File: config.mk
export PLATFORM = sky130hd
export DESIGN_NAME = seven_segment_scan_driver
export DESIGN_NICKNAME = d
export VERILOG_FILES = /design/src/rtl/ssd_pkg.sv /design/src/rtl/seven_segment_scan_driver.sv
export SDC_FILE = /design/constraint.sdc
export NUM_CORES = 1
export LEC_CHECK = 0
export ABC_AREA = 1
export BUFFER_PORTS_ARGS = -buffer_cell sky130_fd_sc_hd__buf_2
export CELL_PAD_IN_SITES_DETAIL_PLACEMENT = 0
export CELL_PAD_IN_SITES_GLOBAL_PLACEMENT = 1
export CORE_UTILIZATION = 48
export CTS_BUF_LIST = sky130_fd_sc_hd__clkbuf_2 sky130_fd_sc_hd__clkbuf_4 sky130_fd_sc_hd__clkbuf_8
export DETAILED_ROUTE_END_ITERATION = 10
export HOLD_SLACK_MARGIN = 0.1
export PLACE_DENSITY_LB_ADDON = 0.1
export SLEW_MARGIN = 20
export SYNTH_ARGS = -nofsm -noshare
export SYNTH_HDL_FRONTEND = slang
export SYNTH_SLANG_ARGS = --single-unit
File: constraint.sdc
create_clock -name clk -period 3.6 [get_ports clk]
set_input_delay 0.18 -clock clk [delete_from_list [all_inputs] [get_ports clk]]
set_output_delay 0.18 -clock clk [all_outputs]
set_load 0.01 [all_outputs]
File: src/rtl/ssd_pkg.sv
// shared constants, codes and segment table for the seven-segment scan driver
`timescale 1ns / 1ps

package ssd_pkg;

	localparam int NUM_DIGITS_DEF = 4;
	localparam int ENABLE_W       = 4;

	// request kinds on the input side
	localparam logic OP_BYTE = 1'b0;
	localparam logic OP_TICK = 1'b1;

	// result kinds on the output side
	localparam logic KIND_ECHO = 1'b0;
	localparam logic KIND_SCAN = 1'b1;

	// command bytes
	localparam logic [7:0] CMD_SHOW = 8'h77;
	localparam logic [7:0] CMD_HOME = 8'h66;
	localparam logic [7:0] CODE_MAX = 8'h0d;

	localparam logic [7:0] DP_BIT   = 8'h80;
	localparam int         DP_DIGIT = 2;

	// segment pattern for a stored digit code
	function automatic logic [7:0] seg_lookup(input logic [3:0] code);
		logic [7:0] seg;
		case (code)
			4'd0:    seg = 8'h3f;
			4'd1:    seg = 8'h06;
			4'd2:    seg = 8'h5b;
			4'd3:    seg = 8'h4f;
			4'd4:    seg = 8'h66;
			4'd5:    seg = 8'h6d;
			4'd6:    seg = 8'h7d;
			4'd7:    seg = 8'h07;
			4'd8:    seg = 8'h7f;
			4'd9:    seg = 8'h6f;
			4'd10:   seg = 8'h40;        // dash
			4'd11:   seg = 8'h00;        // blank
			4'd12:   seg = 8'b01111001;  // 'E'
			4'd13:   seg = 8'b01010000;  // 'r'
			default: seg = 8'h00;
		endcase
		return seg;
	endfunction

endpackage

File: src/rtl/seven_segment_scan_driver.sv
// multiplexed seven-segment scan driver: command bytes, scan ticks, digit stores
`timescale 1ns / 1ps
// path: an accepted request is held in the input register, then moves into the
//   result register, where it waits while the receiver stalls
// throughput: one request per cycle; a request is still taken into the input
//   register while a finished result waits, stall only when both are full
// reset: clears both digit stores, write and scan positions, segment latch
//   and all valid flags; payload registers are not reset

module seven_segment_scan_driver #(
	parameter int NUM_DIGITS = ssd_pkg::NUM_DIGITS_DEF
) (
	input  logic       clk,
	input  logic       arst_n,
	// request side
	input  logic       in_valid,
	output logic       in_stall,
	input  logic       op,
	input  logic [7:0] rx_byte,
	input  logic       blank_pin,
	// result side
	output logic       out_valid,
	input  logic       out_stall,
	output logic       item_kind,
	output logic [7:0] echo_byte,
	output logic [7:0] segment_bits,
	output logic [ssd_pkg::ENABLE_W-1:0] digit_enable
);

	localparam int PosW = $clog2(NUM_DIGITS);
	localparam int EnW  = ssd_pkg::ENABLE_W;

	// input register
	logic       valid_s1;
	logic       op_s1;
	logic [7:0] rx_s1;
	logic       blank_s1;

	// block state
	logic [3:0]      pending_q [NUM_DIGITS];
	logic [3:0]      shown_q   [NUM_DIGITS];
	logic [PosW-1:0] wp_q;
	logic [PosW-1:0] scan_q;
	logic [7:0]      seg_latch_q;

	// result register
	logic           out_valid_q;
	logic           kind_q;
	logic [7:0]     echo_q;
	logic [7:0]     seg_q;
	logic [EnW-1:0] en_q;

	// handshake
	logic out_blocked;
	logic advance;

	// next-state and result logic
	logic            is_show;
	logic            is_home;
	logic            is_code;
	logic            is_scan;
	logic [PosW-1:0] wp_next;
	logic [PosW-1:0] scan_next;
	logic [EnW-1:0]  scan_ext;
	logic [7:0]      seg_scan;
	logic [7:0]      seg_d;
	logic [EnW-1:0]  en_d;

	assign out_blocked = out_valid_q && out_stall;
	assign advance     = valid_s1 && !out_blocked;
	// input register may refill as it drains, so stall only when it cannot move
	assign in_stall    = valid_s1 && out_blocked;

	// command decode
	assign is_show = (op_s1 == ssd_pkg::OP_BYTE) && (rx_s1 == ssd_pkg::CMD_SHOW);
	assign is_home = (op_s1 == ssd_pkg::OP_BYTE) && (rx_s1 == ssd_pkg::CMD_HOME);
	assign is_code = (op_s1 == ssd_pkg::OP_BYTE) && (rx_s1 <= ssd_pkg::CODE_MAX);
	// a tick with the blank pin low drives a digit
	assign is_scan = (op_s1 == ssd_pkg::OP_TICK) && !blank_s1;

	// positions wrap at the digit count, which need not be a power of two
	assign wp_next   = (wp_q == PosW'(NUM_DIGITS - 1)) ? '0 : wp_q + PosW'(1);
	assign scan_next = (scan_q == PosW'(NUM_DIGITS - 1)) ? '0 : scan_q + PosW'(1);

	assign scan_ext = EnW'(scan_q);

	always_comb begin
		seg_scan = ssd_pkg::seg_lookup(shown_q[scan_q]);
		// decimal point only on its own digit
		if (scan_ext == EnW'(ssd_pkg::DP_DIGIT)) begin
			seg_scan = seg_scan | ssd_pkg::DP_BIT;
		end
	end

	// the latch is held on echoes and blanked ticks
	assign seg_d = is_scan ? seg_scan : seg_latch_q;

	// one-hot enable, digits beyond the enable width stay dark
	always_comb begin
		for (int i = 0; i < EnW; i++) begin
			en_d[i] = is_scan && (i < NUM_DIGITS) && (scan_ext == EnW'(i));
		end
	end

	// input register
	always_ff @(posedge clk or negedge arst_n) begin
		if (!arst_n) begin
			valid_s1 <= 1'b0;
		end else if (!in_stall) begin
			valid_s1 <= in_valid;
		end
	end

	always_ff @(posedge clk) begin
		if (in_valid && !in_stall) begin
			op_s1    <= op;
			rx_s1    <= rx_byte;
			blank_s1 <= blank_pin;
		end
	end

	// digit stores, positions and segment latch
	always_ff @(posedge clk or negedge arst_n) begin
		if (!arst_n) begin
			for (int i = 0; i < NUM_DIGITS; i++) begin
				pending_q[i] <= '0;
				shown_q[i]   <= '0;
			end
			wp_q        <= '0;
			scan_q      <= '0;
			seg_latch_q <= '0;
		end else if (advance) begin
			if (is_show) begin
				// copy pending codes into the display store
				for (int i = 0; i < NUM_DIGITS; i++) begin
					shown_q[i] <= pending_q[i];
				end
			end else if (is_home) begin
				wp_q <= '0;
			end else if (is_code) begin
				pending_q[wp_q] <= rx_s1[3:0];
				wp_q            <= wp_next;
			end
			if (is_scan) begin
				seg_latch_q <= seg_scan;
				scan_q      <= scan_next;
			end
		end
	end

	// result register
	always_ff @(posedge clk or negedge arst_n) begin
		if (!arst_n) begin
			out_valid_q <= 1'b0;
		end else if (!out_blocked) begin
			out_valid_q <= valid_s1;
		end
	end

	always_ff @(posedge clk) begin
		if (advance) begin
			kind_q <= (op_s1 == ssd_pkg::OP_TICK) ? ssd_pkg::KIND_SCAN : ssd_pkg::KIND_ECHO;
			echo_q <= (op_s1 == ssd_pkg::OP_BYTE) ? rx_s1 : 8'h00;
			seg_q  <= seg_d;
			en_q   <= en_d;
		end
	end

	assign out_valid    = out_valid_q;
	assign item_kind    = kind_q;
	assign echo_byte    = echo_q;
	assign segment_bits = seg_q;
	assign digit_enable = en_q;

	// echoes never light a digit
	a_echo_dark: assert property (@(posedge clk) disable iff (!arst_n)
		out_valid_q && (kind_q == ssd_pkg::KIND_ECHO) |-> (en_q == '0))
		else $error("digit enable set on an echo result");

	// at most one digit lit
	a_enable_onehot: assert property (@(posedge clk) disable iff (!arst_n)
		out_valid_q |-> $onehot0(en_q))
		else $error("more than one digit enable set");

	// scan results carry no echo byte
	a_scan_no_echo: assert property (@(posedge clk) disable iff (!arst_n)
		out_valid_q && (kind_q == ssd_pkg::KIND_SCAN) |-> (echo_q == 8'h00))
		else $error("echo byte set on a scan result");

	// a driven digit has the decimal point exactly when it is the point digit
	a_dp_digit: assert property (@(posedge clk) disable iff (!arst_n)
		out_valid_q && (en_q != '0) |-> (seg_q[7] == en_q[ssd_pkg::DP_DIGIT]))
		else $error("decimal point on the wrong digit");

	// input register holds while stalled
	a_stall_full: assert property (@(posedge clk) disable iff (!arst_n)
		in_stall |=> valid_s1)
		else $error("input register lost a request under stall");

endmodule

==> Word-level counts from Yosys, hierarchy flattened <==
Memories as Yosys holds them, arrays and structs flattened.
Index checks and enable logic that the tools add are counted.
{ "totals": {"ff_bits": 77, "romBits": 112, "inputBits": 14, "n_memories": 1} }
{ "memory_table": {"columns": ["name", "depth", "word_bits", "read_ports", "rd_ports_with_merged_regs", "wr", "line", "source"], "rows": [
  ["(no name shown)", 16, 7, 1, 0, 0, "ssd_pkg.sv:28", "case (code)"]
]} }
{ "op_classes": {"n_addsub": 2, "order_cmp": 4, "eq_ne": 6, "muxes": 13, "n_bitwise": 5, "n_reduce_logical": 22} }
{ "op_table": {"columns": ["operator", "n"], "rows": [
  ["16-bit bitwise mux", 1],
  ["8-bit by 7-bit equality test with 1-bit output, second input constant", 2],
  ["8-bit 2-to-1 mux", 2],
  ["1-bit logical AND", 13],
  ["4-bit 2-to-1 mux", 3],
  ["4-bit binary-select mux with 2-bit select", 1],
  ["4-bit demux with 2-bit select", 1],
  ["8-bit by 4-bit <= comparator with 1-bit output, second input constant", 1],
  ["2-bit 2-to-1 mux", 4],
  ["2-bit equality test, second input constant", 3],
  ["3-bit >= comparator, second input constant", 2],
  ["2-bit inverter with 3-bit output", 2],
  ["2-bit by 1-bit adder with 2-bit output, second input constant", 2],
  ["4-bit zero test", 1],
  ["2-bit AND reduction", 2],
  ["4-bit AND reduction", 1],
  ["1-bit zero test", 3],
  ["3-bit by 1-bit < comparator with 1-bit output, second input constant", 1],
  ["1-bit inverter", 3],
  ["3-bit AND reduction", 1],
  ["2-bit by 1-bit equality test with 1-bit output, second input constant", 1],
  ["2-bit nonzero test", 1],
  ["1-bit 2-to-1 mux", 1]
]} }

==> Longest topological paths before layout <==
Gate-level depths: netlist of the first run.
An unclocked memory read counts as a cell.
{ "depth": {"word_depth": 7, "ltp_mapped": 15, "ltp_nobuf": 13} }

==> Worst setup path after synthesis of the first run <==
Ideal clock, no wire load.
{ "synth_timing": {"path_type": "reg2reg", "from": "register scan_q[0]", "to": "register seg_q[3] (netlist: segment_bits[3]), data pin", "arrival_time_ps": 1558, "setup_slack_ps": 1790, "stages_incl_launch_ff": 14, "synth_period_minus_slack_ps": 1810, "path_cell_list": "dfrtp_1 > buf_6 > inv_4 > buf_8 > nand2_1 > nand3_1 > nand2_1 > ha_1 > inv_1 > o21ai_0 > nand2_1 > nand2_1 > nand2_1 > nand2_1"} }
{ "synth_via": {"elab_chain_cells": 7} }
{ "synth_lines": {"columns": ["item", "line", "source"], "rows": [
  ["from (decl)", "seven_segment_scan_driver.sv:43", "logic [PosW-1:0] scan_q;"],
  ["from (signal assigned)", "seven_segment_scan_driver.sv:146", "scan_q <= scan_next;"],
  ["2-bit inverter with 3-bit output (implied by the code)", "seven_segment_scan_driver.sv:88", "seg_scan = ssd_pkg::seg_lookup(shown_q[scan_q]);"],
  ["4-bit binary-select mux with 2-bit select", "seven_segment_scan_driver.sv:88", null],
  ["4-bit 2-to-1 mux (implied by the code) (2 in series)", "seven_segment_scan_driver.sv:88", null],
  ["memory 16 x 7 bit", null, null],
  ["8-bit 2-to-1 mux", "seven_segment_scan_driver.sv:90", "if (scan_ext == EnW'(ssd_pkg::DP_DIGIT)) begin"],
  ["8-bit 2-to-1 mux", null, null],
  ["net seg_d[3]", "seven_segment_scan_driver.sv:66", "logic [7:0] seg_d;"],
  ["to (signal assigned)", "seven_segment_scan_driver.sv:164", "seg_q <= seg_d;"],
  ["to (decl)", "seven_segment_scan_driver.sv:50", "logic [7:0] seg_q;"]
]} }
The timed path passes the listed nets, and every way through them passes these cells. The select of a mux whose other input is x is not followed.
A chain may end at the register's enable or synchronous reset.

==> Worst setup path after layout of the first run <==
{ "layout_timing": {"from": "input port out_stall", "to": "register shown_q[6] in the netlist's numbering"} }
{ "layout_via": {"elab_chain_cells": 4} }
{ "layout_lines": {"columns": ["item", "line", "source"], "rows": [
  ["from (decl)", "seven_segment_scan_driver.sv:23", "input logic out_stall,"],
  ["1-bit logical AND", "seven_segment_scan_driver.sv:69", "assign out_blocked = out_valid_q && out_stall;"],
  ["1-bit zero test", null, null],
  ["1-bit logical AND", "seven_segment_scan_driver.sv:70", "assign advance = valid_s1 && !out_blocked;"],
  ["net advance", "seven_segment_scan_driver.sv:55", "logic advance;"],
  ["2-bit AND reduction (no line)", null, null],
  ["to (signal, indexed assignment)", "seven_segment_scan_driver.sv:136", "shown_q[i] <= pending_q[i];"],
  ["to (decl)", "seven_segment_scan_driver.sv:41", "logic [3:0] shown_q [NUM_DIGITS];"]
]} }
The timed path passes the listed nets, and every way through them passes these cells.

==> results of run 1 <==
[flip-flops by register name, indices dropped and copies added (netlist names)]
signal / count
op_s1: 1
segment_bits: 8
blank_s1: 1
shown_q: 16
echo_byte: 8
valid_s1: 1
digit_enable: 4
scan_q: 2
out_valid: 1
rx_s1: 8
item_kind: 1
pending_q: 16
seg_latch_q: 8
wp_q: 2
[worst max-delay path, delay by kind of cell]
family	cells	cell delay, ns
buf+inv	4	1.05
compound gates	1	0.07
simple gates	4	1.20
[metal layers]
| metal | global-route usage (%) | wire length (µm) | vias to the layer above |
|---|---|---|---|
| met5 | 0 | 0 | - |
| met3 | 3.864 | 140 | 8 |
| met1 | 24.69 | 3199 | 1119 |
| met2 | 32.03 | 3253 | 29 |
| met4 | 9.836 | 103 | 0 |
| li1 | - | - | 1270 |
[where the power goes]
group	internal [µW]	leakage (µW)	total [µW]	switching [µW]
combinational	240	0.000922	673	433
sequential	1070	0.000907	1150	87.4
clock	317	0.000100	636	320
[cell families after synthesis]
logic type,count (synthesis),share of synthesized area [%]
buffers and inverters,57,7.135
DFF,77,59.07
and+or+nand+nor,173,22.54
adders and majority gates,14,4.970
AOI/OAI and AO/OA,43,6.283
[placed cells by master, fill, tap and decap left out]
cell type | synthesis | layout
nand2_1 | 113 | 113
dfrtp_1 | 46 | 46
inv_1 | 44 | 44
buf_2 | 5 | 36
edfxtp_1 | 31 | 31
o21ai_0 | 23 | 23
nand3_1 | 20 | 20
nor2_1 | 17 | 17
o21ai_1 | 16 | 16
ha_1 | 14 | 14
dlygate4sd3_1 | 0 | 13
clkbuf_8 | 0 | 9
nand2_2 | 6 | 6
nor2_4 | 4 | 4
inv_2 | 3 | 3
nand3_2 | 3 | 3
nand2_4 | 3 | 3
clkinv_2 | 0 | 3
buf_4 | 0 | 3
inv_4 | 2 | 2
nor2_2 | 2 | 2
a21oi_1 | 2 | 2
nand4_1 | 2 | 2
clkinv_4 | 0 | 2
nand3_4 | 1 | 1
o21bai_1 | 1 | 1
a21oi_2 | 1 | 1
nand4_2 | 1 | 1
nor3_1 | 1 | 1
clkinv_1 | 0 | 1
bufinv_16 | 0 | 1
[per-stage QoR]
stage / util (%) / hold slack [ns] / area, µm² / instances / worst slack [ns]
detailed placement: 54.50 / 0.1734 / 3785 / 491 / 1.386
floorplan: - / -0.1156 / 3525 / 364 / 1.790
global placement: 54.50 / 0.1813 / 3785 / 491 / 1.376
finish: 59.12 / 0.3193 / 4105 / 520 / 1.303
global route: 59.12 / 0.3762 / 4105 / 520 / 1.052
CTS: 59.12 / 0.3241 / 4105 / 520 / 1.303
[layout make-up]
cell class | count | area (µm²)
clock buffers | 9 | 123.9
clock inverters | 7 | 66.31
fillers | 596 | 2839
inverters | 49 | 188.9
multi-input cells | 230 | 1191
flip-flops and latches | 77 | 2082
well taps | 96 | 120.1
repair buffers | 52 | 332.8
[timing repair]
action,4_1_cts,5_1_grt
hold buffers,13,0
hold endpoints to repair,32,0
gates resized for setup,0,0
[worst paths after layout]
check,cells past startpoint,end,from
worst min-delay path,2,shown_q[10],arst_n
min in group clk,2,seg_latch_q[3],seg_latch_q[3]
max in group asynchronous,3,valid_s1,arst_n
worst max register to register,7,shown_q[6],out_valid
worst max-delay path,9,shown_q[6],out_stall
worst min register to register,2,seg_latch_q[3],seg_latch_q[3]
==> results by group, run 1 <==
Drt
  – Via/cell ratio: 4.665
  – DRC violation count after routing: 0
  – Iter 0 DRT Violations: 104
  – Number of iterations in the first detailed-routing pass: 4
  – DRT Wirelength: 6696 µm
  – Routed wirelength normalized by instance count: 12.88 µm
  – Overall via count from detail_route: 2426
  – Number of nets with antenna violations after detailed routing: 0

Die
  – Die height: 87.69 µm
  – Initial cell density of the core: 50.76%
  – I/O pin total: 37
  – Core box area: 6944 µm²
  – Die outline width: 87.69 µm
  – Area of the die: 7690 µm²
  – Number of core rows: 30

Setup path
  – Arrival @ worst endpoint: 2.51 ns
  – Sequence of cells on the critical path: dlygate4sd3_1 -> buf_2 -> nand2_1 -> inv_1 -> nor2_4 -> buf_4 -> nand4_2 -> nor2_1 -> a21oi_1
  – CP startpoint kind: input pin
  – Required time reported for the critical path endpoint: 3.81 ns
  – Worst-path fanout max: 32
  – Kind of end point of the critical path: flop
  – Worst path slowest cell: nand4_2
  – Minimum setup slack among reg-to-reg paths: 1.39 ns
  – Critical path class: input pin to flop
  – Delay of the slowest cell on the worst path: 0.69 ns

Placed design
  – Gpl congestion: 0.7819
  – Buffers on Ports: 36
  – Placed wire-length estimate after detailed placement: 4551 µm

Global routing
  – Antenna violations before repair: 0
  – Largest net degree at the start of global routing: 33
  – Global router's overall resource usage: 19.50%
  – Number of global-route vias before repair: 2332
  – First-pass GRT wire length: 11030 µm
  – Total congestion overflow: 0

CTS
  – Clk Tree Root Cell: clkbuf_8
  – Deepest clock path buffer count: 2
  – CTS clk-pin slew, worst paths: 0.08 ns
  – Clock latency on the worst-skew pair: 0.35 ns
  – CTS sink count: 77
  – Num CTS Buffers: 9
  – H-tree depth: 3
  – Setup repair bufs after CTS: 0
  – TritonCTS clock tree: done

STA
  – Clock Skews: 0.004237 ns
  – Minimum clock period: 2.297 ns
  – Number of setup violations in the final report: 0
  – Final Slew Violations: 0
  – Transition time at the pin with the least slew margin: 0.8011 ns
  – Hold Violations, Final: 0
  – Max frequency: 0.4354 GHz
  – Rel. slew slack: 46.46%
  – Fraction of the cycle the final worst path needs: 63.80%
  – RSZ-0062 raised after global routing: no
  – Post-Route Setup TNS: 0 ns

Logic synthesis
  – Post-Syn Area per Cell: 9.683 µm²
  – Most frequently used cell type in the post-synthesis netlist: nand2_1
  – Net count after synthesis: 392
  – Flops & latches, synth: 77
  – Post-synth EDFFs: 31
  – Most frequent cells after synthesis: 113 x nand2_1, 46 x dfrtp_1, 44 x inv_1
  – Ys async rst share: 59.74%
  – Share of synthesized area occupied by flip-flops and latches: 59.07%
  – Number of instances in the synthesized netlist: 364
  – Area leader, netlist: dfrtp_1
  – Post-synthesis cell area: 3525 µm²
  – Total number of yosys warnings: 0
  – Synth cell types: 26
  – Leading post-synthesis cells by cell area: dfrtp_1 33%, edfxtp_1 26%, nand2_1 12%, ha_1 5.0%, inv_1 4.7%
  – Most common flop cell mapped by yosys: dfrtp_1
  – Proportion of netlist area held by the largest area contributor: 32.66%

Status
  – Outcome: finished, final reports clean

Finish
  – Layout overhead on the synthesized area: 16.47%
  – Layout Nets: 447
  – Fraction of final layout cells with drive strength greater than 1: 18.87%
  – Antenna diode instance count: 0

Pwr
  – Total Power: 2462 µW
  – Worst IR drop on VDD: 0.2812 mV
  – P_leak: 0.001929 µW
  – P per Cell Area: 599.8 nW/µm²

Run
  – Number of max-capacitance violations reported: 0

Hold path
  – Class of the tightest hold or removal check: input pin to asynchronous set/reset pin
Power figures use the tool's default switching activity.
==> run 2, diff against run 1 <==
Settings changed: CORE_UTILIZATION 48 to 43.
Clock period 3.6 ns to 1.85 ns, I/O delays scaled along.
==> results by group, run 2 (synthesized netlist as in run 1, its figures left out) <==
Die
  – Initial cell density of the core: 45.14%
  – I/O pin total: 37
  – Core box area: 7807 µm²
  – Die height: 92.54 µm
  – Area of the die: 8563 µm²
  – Die outline width: 92.54 µm
  – Number of core rows: 32

Run
  – Number of max-capacitance violations reported: 0

Drt
  – Number of nets with antenna violations after detailed routing: 0
  – Via/cell ratio: 4.577
  – Overall via count from detail_route: 2458
  – DRC violation count after routing: 0
  – DRT Wirelength: 6770 µm
  – Iter 0 DRT Violations: 122
  – Routed wirelength normalized by instance count: 12.61 µm
  – Number of iterations in the first detailed-routing pass: 4

Setup path
  – Startpoint of the lowest-slack register-to-register path: scan_q[0]
  – Worst-path fanout max: 6
  – CP startpoint kind: flop
  – Worst path slowest cell: dfrtp_2
  – Delay of the slowest cell on the worst path: 0.45 ns
  – Worst setup path startpoint: scan_q[0]
  – Critical path capture point: segment_bits[5]
  – Required time reported for the critical path endpoint: 1.97 ns
  – Most Frequent Cell on Critical Path: nand2_1
  – Arrival @ worst endpoint: 1.81 ns
  – Kind of end point of the critical path: flop
  – End of the worst register-to-register path: segment_bits[5]
  – R2R cell count: 13
  – Minimum setup slack among reg-to-reg paths: 0.16 ns
  – Sequence of cells on the critical path: inv_4 -> nand2_1 -> nand3_1 -> nand2_2 -> inv_2 -> ha_1 -> inv_1 -> nand2_1 -> nand2_1 -> nand2_1 -> nand2_1 -> nand2_1 -> nand2_1
  – Critical path class: flop to flop

Placed design
  – Placed wire-length estimate after detailed placement: 4809 µm
  – Buffers on Ports: 36
  – Gpl congestion: 0.7791
  – DP Cell Count: 507

STA
  – Clock Skews: 0.01968 ns
  – Hold Violations, Final: 0
  – RSZ-0062 raised after global routing: no
  – Transition time at the pin with the least slew margin: 0.3740 ns
  – Number of setup violations in the final report: 0
  – Fraction of the cycle the final worst path needs: 91.12%
  – Post-Route Setup TNS: 0 ns
  – Final Slew Violations: 0
  – Max frequency: 0.5932 GHz
  – Minimum clock period: 1.686 ns
  – Rel. slew slack: 75.04%

Pwr
  – P per Cell Area: 1196 nW/µm²
  – P_leak: 0.001988 µW
  – Worst IR drop on VDD: 0.4840 mV

Finish
  – Leading cell type in the layout, fill and taps excluded: nand2_1
  – Post-layout instance count excluding filler cells: 537
  – Fraction of final layout cells with drive strength greater than 1: 21.61%
  – Layout Nets: 458
  – Antenna diode instance count: 0
  – Layout overhead on the synthesized area: 19.99%
  – Leading cell types in the layout, fill and taps excluded: 112 x nand2_1, 45 x dfrtp_1, 43 x inv_1, 36 x buf_2, 31 x edfxtp_1
  – Largest registers in the final layout: pending_q (16), shown_q (16)

Hold path
  – Class of the tightest hold or removal check: input pin to asynchronous set/reset pin

Status
  – Outcome: finished, final reports clean

Global routing
  – First-pass GRT wire length: 11550 µm
  – Global router's overall resource usage: 17.74%
  – Total congestion overflow: 0
  – Number of global-route vias before repair: 2493
  – Antenna violations before repair: 0
  – Largest net degree at the start of global routing: 33

CTS
  – Clk Tree Root Cell: clkbuf_8
  – Setup repair bufs after CTS: 0
  – Deepest clock path buffer count: 2
  – CTS sink count: 77
  – CTS clk-pin slew, worst paths: 0.09 ns
  – H-tree depth: 3
  – Num CTS Buffers: 9
  – Clock latency on the worst-skew pair: 0.35 ns
  – TritonCTS clock tree: done
[run 2: cell count changes in the layout (fill, tap and decap cells not counted), sizes merged]
cell	previous run	this run
dlygate4sd3	13	14
inv	49	50
bufinv	1	2
clkinv	6	2
clkinvlp	0	1
clkbuf	9	10
buf	39	49
[run 2: critical path: cells and delay by family (launching register included)]
family                     cells  cell delay (ns)
adders and majority gates      1             0.16
and+or+nand+nor                9             0.62
DFF                            1             0.45
buffers and inverters          3             0.25
[run 2: worst min-delay path by stage]
stage                    endpoint  slack, ns  depth (start not counted)
detailed placement  pending_q[15]      -0.06                          1
CTS                  pending_q[9]       0.27                          3
finish              pending_q[10]       0.28                          3
floorplan               out_valid      -0.20                          0
global placement          wp_q[1]      -0.06                          1
global route         pending_q[9]       0.31                          3
[run 2: final cells by class]
cell class	instances	area, µm²
Sequential cell	77	2083
Fill cell	752	3578
Inverter	49	188.9
Clock buffer	10	131.4
Timing Repair Buffer	63	417.9
Clock inverter	6	86.33
Multi-Input combinational cell	230	1194
Tap cell	102	127.6
[run 2: per-stage QoR]
| stage | cell area, µm² | util, % | hold WS, ns | setup slack, ns | power (µW) |
|---|---|---|---|---|---|
| global route | 4229 | 54.17 | 0.3086 | 0.0008982 | 5417 |
| detailed placement | 3867 | 49.54 | -0.05810 | 0.08277 | 3689 |
| finish | 4229 | 54.17 | 0.2797 | 0.1643 | 5057 |
| CTS | 4225 | 54.12 | 0.2731 | 0.08536 | 5111 |
| floorplan | 3525 | - | -0.2031 | 0.03995 | 3281 |
| global placement | 3867 | 49.54 | -0.05606 | 0.1452 | 3669 |
[run 2: where the power goes]
| part | total [µW] | switching (µW) | internal [µW] |
|---|---|---|---|
| Combinational | 1450 | 916 | 533 |
| Clock | 1390 | 615 | 775 |
| Sequential | 2220 | 141 | 2080 |
[run 2: metal layers]
metal / global-route usage (%) / part of all wire, %
met1: 21.52 / 46
met4: 6.641 / 1.0
met3: 3.695 / 2.9
met5: 0 / 0
met2: 30.93 / 50
[run 2: repair_timing]
| action | CTS | global route |
|---|---|---|
| hold buffers | 14 | 0 |
| resized for setup | 0 | 3 |
| endpoints found under the setup margin | 0 | 7 |
| endpoints found under the hold margin | 58 | 0 |
==> run 3, diff against run 2 <==
Settings changed: REMOVE_ABC_BUFFERS set to 1, SLEW_MARGIN 20 to not set.
==> results by group, run 3 (synthesized netlist as in run 1, its figures left out) <==
Drt
  – Number of nets with antenna violations after detailed routing: 0
  – Iter 0 DRT Violations: 81
  – Via/cell ratio: 4.638
  – DRC violation count after routing: 0
  – DRT Wirelength: 6851 µm
  – Routed wirelength normalized by instance count: 12.71 µm
  – Number of iterations in the first detailed-routing pass: 4
  – Overall via count from detail_route: 2500

Setup path
  – Sequence of cells on the critical path: inv_4 -> nand2_1 -> nand3_1 -> nand2_2 -> ha_1 -> inv_1 -> o21ai_0 -> nand2_1 -> nand2_1 -> nand2_1 -> nand2_1
  – R2R cell count: 11
  – Kind of end point of the critical path: flop
  – Worst path slowest cell: dfrtp_2
  – Worst-path fanout max: 6
  – Critical path class: flop to flop
  – Delay of the slowest cell on the worst path: 0.46 ns
  – Required time reported for the critical path endpoint: 1.96 ns
  – Most Frequent Cell on Critical Path: nand2_1
  – Arrival @ worst endpoint: 1.83 ns
  – CP startpoint kind: flop

Global routing
  – Antenna violations before repair: 0
  – Largest net degree at the start of global routing: 33
  – Number of global-route vias before repair: 2521
  – Total congestion overflow: 0
  – First-pass GRT wire length: 11950 µm
  – Global router's overall resource usage: 18.27%

STA
  – Minimum clock period: 1.720 ns
  – Worst hold margin: 0.2242 ns
  – Transition time at the pin with the least slew margin: 0.4560 ns
  – Hold Violations, Final: 0
  – Number of setup violations in the final report: 0
  – Rel. slew slack: 69.60%
  – Post-Route Setup TNS: 0 ns
  – Clock Skews: 0.007667 ns
  – Final Slew Violations: 0
  – Fraction of the cycle the final worst path needs: 92.96%
  – Max frequency: 0.5815 GHz

CTS
  – Clock latency on the worst-skew pair: 0.34 ns
  – Num CTS Buffers: 9
  – Clk Tree Root Cell: clkbuf_8
  – TritonCTS clock tree: done
  – Deepest clock path buffer count: 2
  – CTS clk-pin slew, worst paths: 0.08 ns
  – H-tree depth: 3
  – CTS sink count: 77

Pwr
  – Share of power burned in registers: 43.3%
  – Switching power as a share of total power: 32.95%
  – Net switching component of the power: 1689 µW
  – P per Cell Area: 1204 nW/µm²
  – Combinational power share: 29.6%
  – Internal power: 3436 µW
  – Proportion of power drawn by the clock network: 27.1%
  – P_leak: 0.002010 µW
  – Worst IR drop on VDD: 0.5497 mV

Placed design
  – DP Cell Count: 507
  – Area of placed instances: 3867 µm²
  – Gpl congestion: 0.7751
  – Placed wire-length estimate after detailed placement: 4855 µm
  – Buffers on Ports: 36

Run
  – Number of max-capacitance violations reported: 0

Die
  – Die height: 92.54 µm
  – Die outline width: 92.54 µm
  – I/O pin total: 37
  – Core box area: 7807 µm²
  – Initial cell density of the core: 45.14%
  – Area of the die: 8563 µm²
  – Number of core rows: 32

Status
  – Outcome: finished, final reports clean

Finish
  – Leading cell type in the layout, fill and taps excluded: nand2_1
  – Layout Nets: 460
  – Final Instance Area: 4258 µm²
  – Fill cells: 710
  – Fraction of final layout cells with drive strength greater than 1: 22.65%
  – Layout overhead on the synthesized area: 20.80%
  – Post-layout instance count excluding filler cells: 539
  – Leading cell types in the layout, fill and taps excluded: 111 x nand2_1, 45 x dfrtp_1, 43 x inv_1, 36 x buf_2, 31 x edfxtp_1
  – Core utilization of the finished layout: 54.54%
  – Antenna diode instance count: 0
  – Largest registers in the final layout: pending_q (16), shown_q (16)

Hold path
  – Class of the tightest hold or removal check: input pin to asynchronous set/reset pin
==> run 3: cell types whose count changed in the layout (fill, tap and decap cells not counted) <==
cell | previous run | this run
inv_2 | 4 | 3
clkinvlp_4 | 1 | 0
buf_4 | 13 | 16
nand2_1 | 112 | 111
nand3_1 | 20 | 19
nand3_2 | 3 | 4
inv_4 | 2 | 3
dlygate4sd3_1 | 14 | 13
clkinv_4 | 0 | 2
nand2_4 | 3 | 4
inv_6 | 1 | 0
==> run 3: cell type report <==
type	instances	area (µm²)	share of cell area, %
Clock inverter	6	87.58	2.057
Clock buffer	10	131.4	3.086
Sequential cell	77	2083	48.93
Timing Repair Buffer	65	430.4	10.11
Tap cell	102	127.6	2.997
Multi-Input combinational cell	230	1206	28.33
Inverter	49	191.4	4.496
==> run 3: power groups by stage <==
stage | Sequential (µW) | Combinational [µW] | Clock, µW
finish | 2220 | 1520 | 1390
global route | 2250 | 1760 | 1490
global placement | 2240 | 1420 | 0
CTS | 2220 | 1460 | 1440
floorplan | 2290 | 927 | 0
detailed placement | 2250 | 1430 | 0
==> run 3: final timing paths <==
path,slack [ns],from,endpoint
worst max-delay path,0.13,scan_q[0],segment_bits[3]
worst min-delay path,0.22,arst_n,shown_q[3]
worst max register to register,0.13,scan_q[0],segment_bits[3]
worst min register to register,0.49,seg_latch_q[3],seg_latch_q[3]
max in group asynchronous,1.05,arst_n,pending_q[3]
min in group clk,0.46,rx_byte[1],rx_s1[1]
==> run 3: layer usage <==
metal  global-route usage, %  part of all wire (%)  routed length (µm)  vias up
li1                        -                     -                   -     1286
met5                       0                     0                   0        -
met3                   3.202                   3.0                 205       14
met1                   23.41                    48                3269     1158
met4                   8.073                   2.3                 159        0
met2                   30.31                    47                3216       42
==> run 3: timing repair <==
action | 4_1_cts | 5_1_grt
gates resized for setup | 0 | 7
hold buffers | 13 | 0
endpoints found under the hold margin | 29 | 0
buffers inserted | 0 | 3
endpoints found under the setup margin | 0 | 5
==> run 3: metrics by stage <==
step / worst slack (ns) / power, µW
6_report: 0.1303 / 5125
5_1_grt: -0.001143 / 5501
4_1_cts: 0.07207 / 5109
3_5_place_dp: 0.07268 / 3682
3_3_place_gp: 0.1688 / 3664
2_1_floorplan: -0.09234 / 3217
==> run 3: worst max-delay path, delay by kind of cell (launching register included) <==
family / cells / cell delay [ns]
flops: 1 / 0.46
simple gates: 7 / 0.46
fa+ha+maj: 1 / 0.30
buf+inv: 2 / 0.16
compound gates: 1 / 0.09
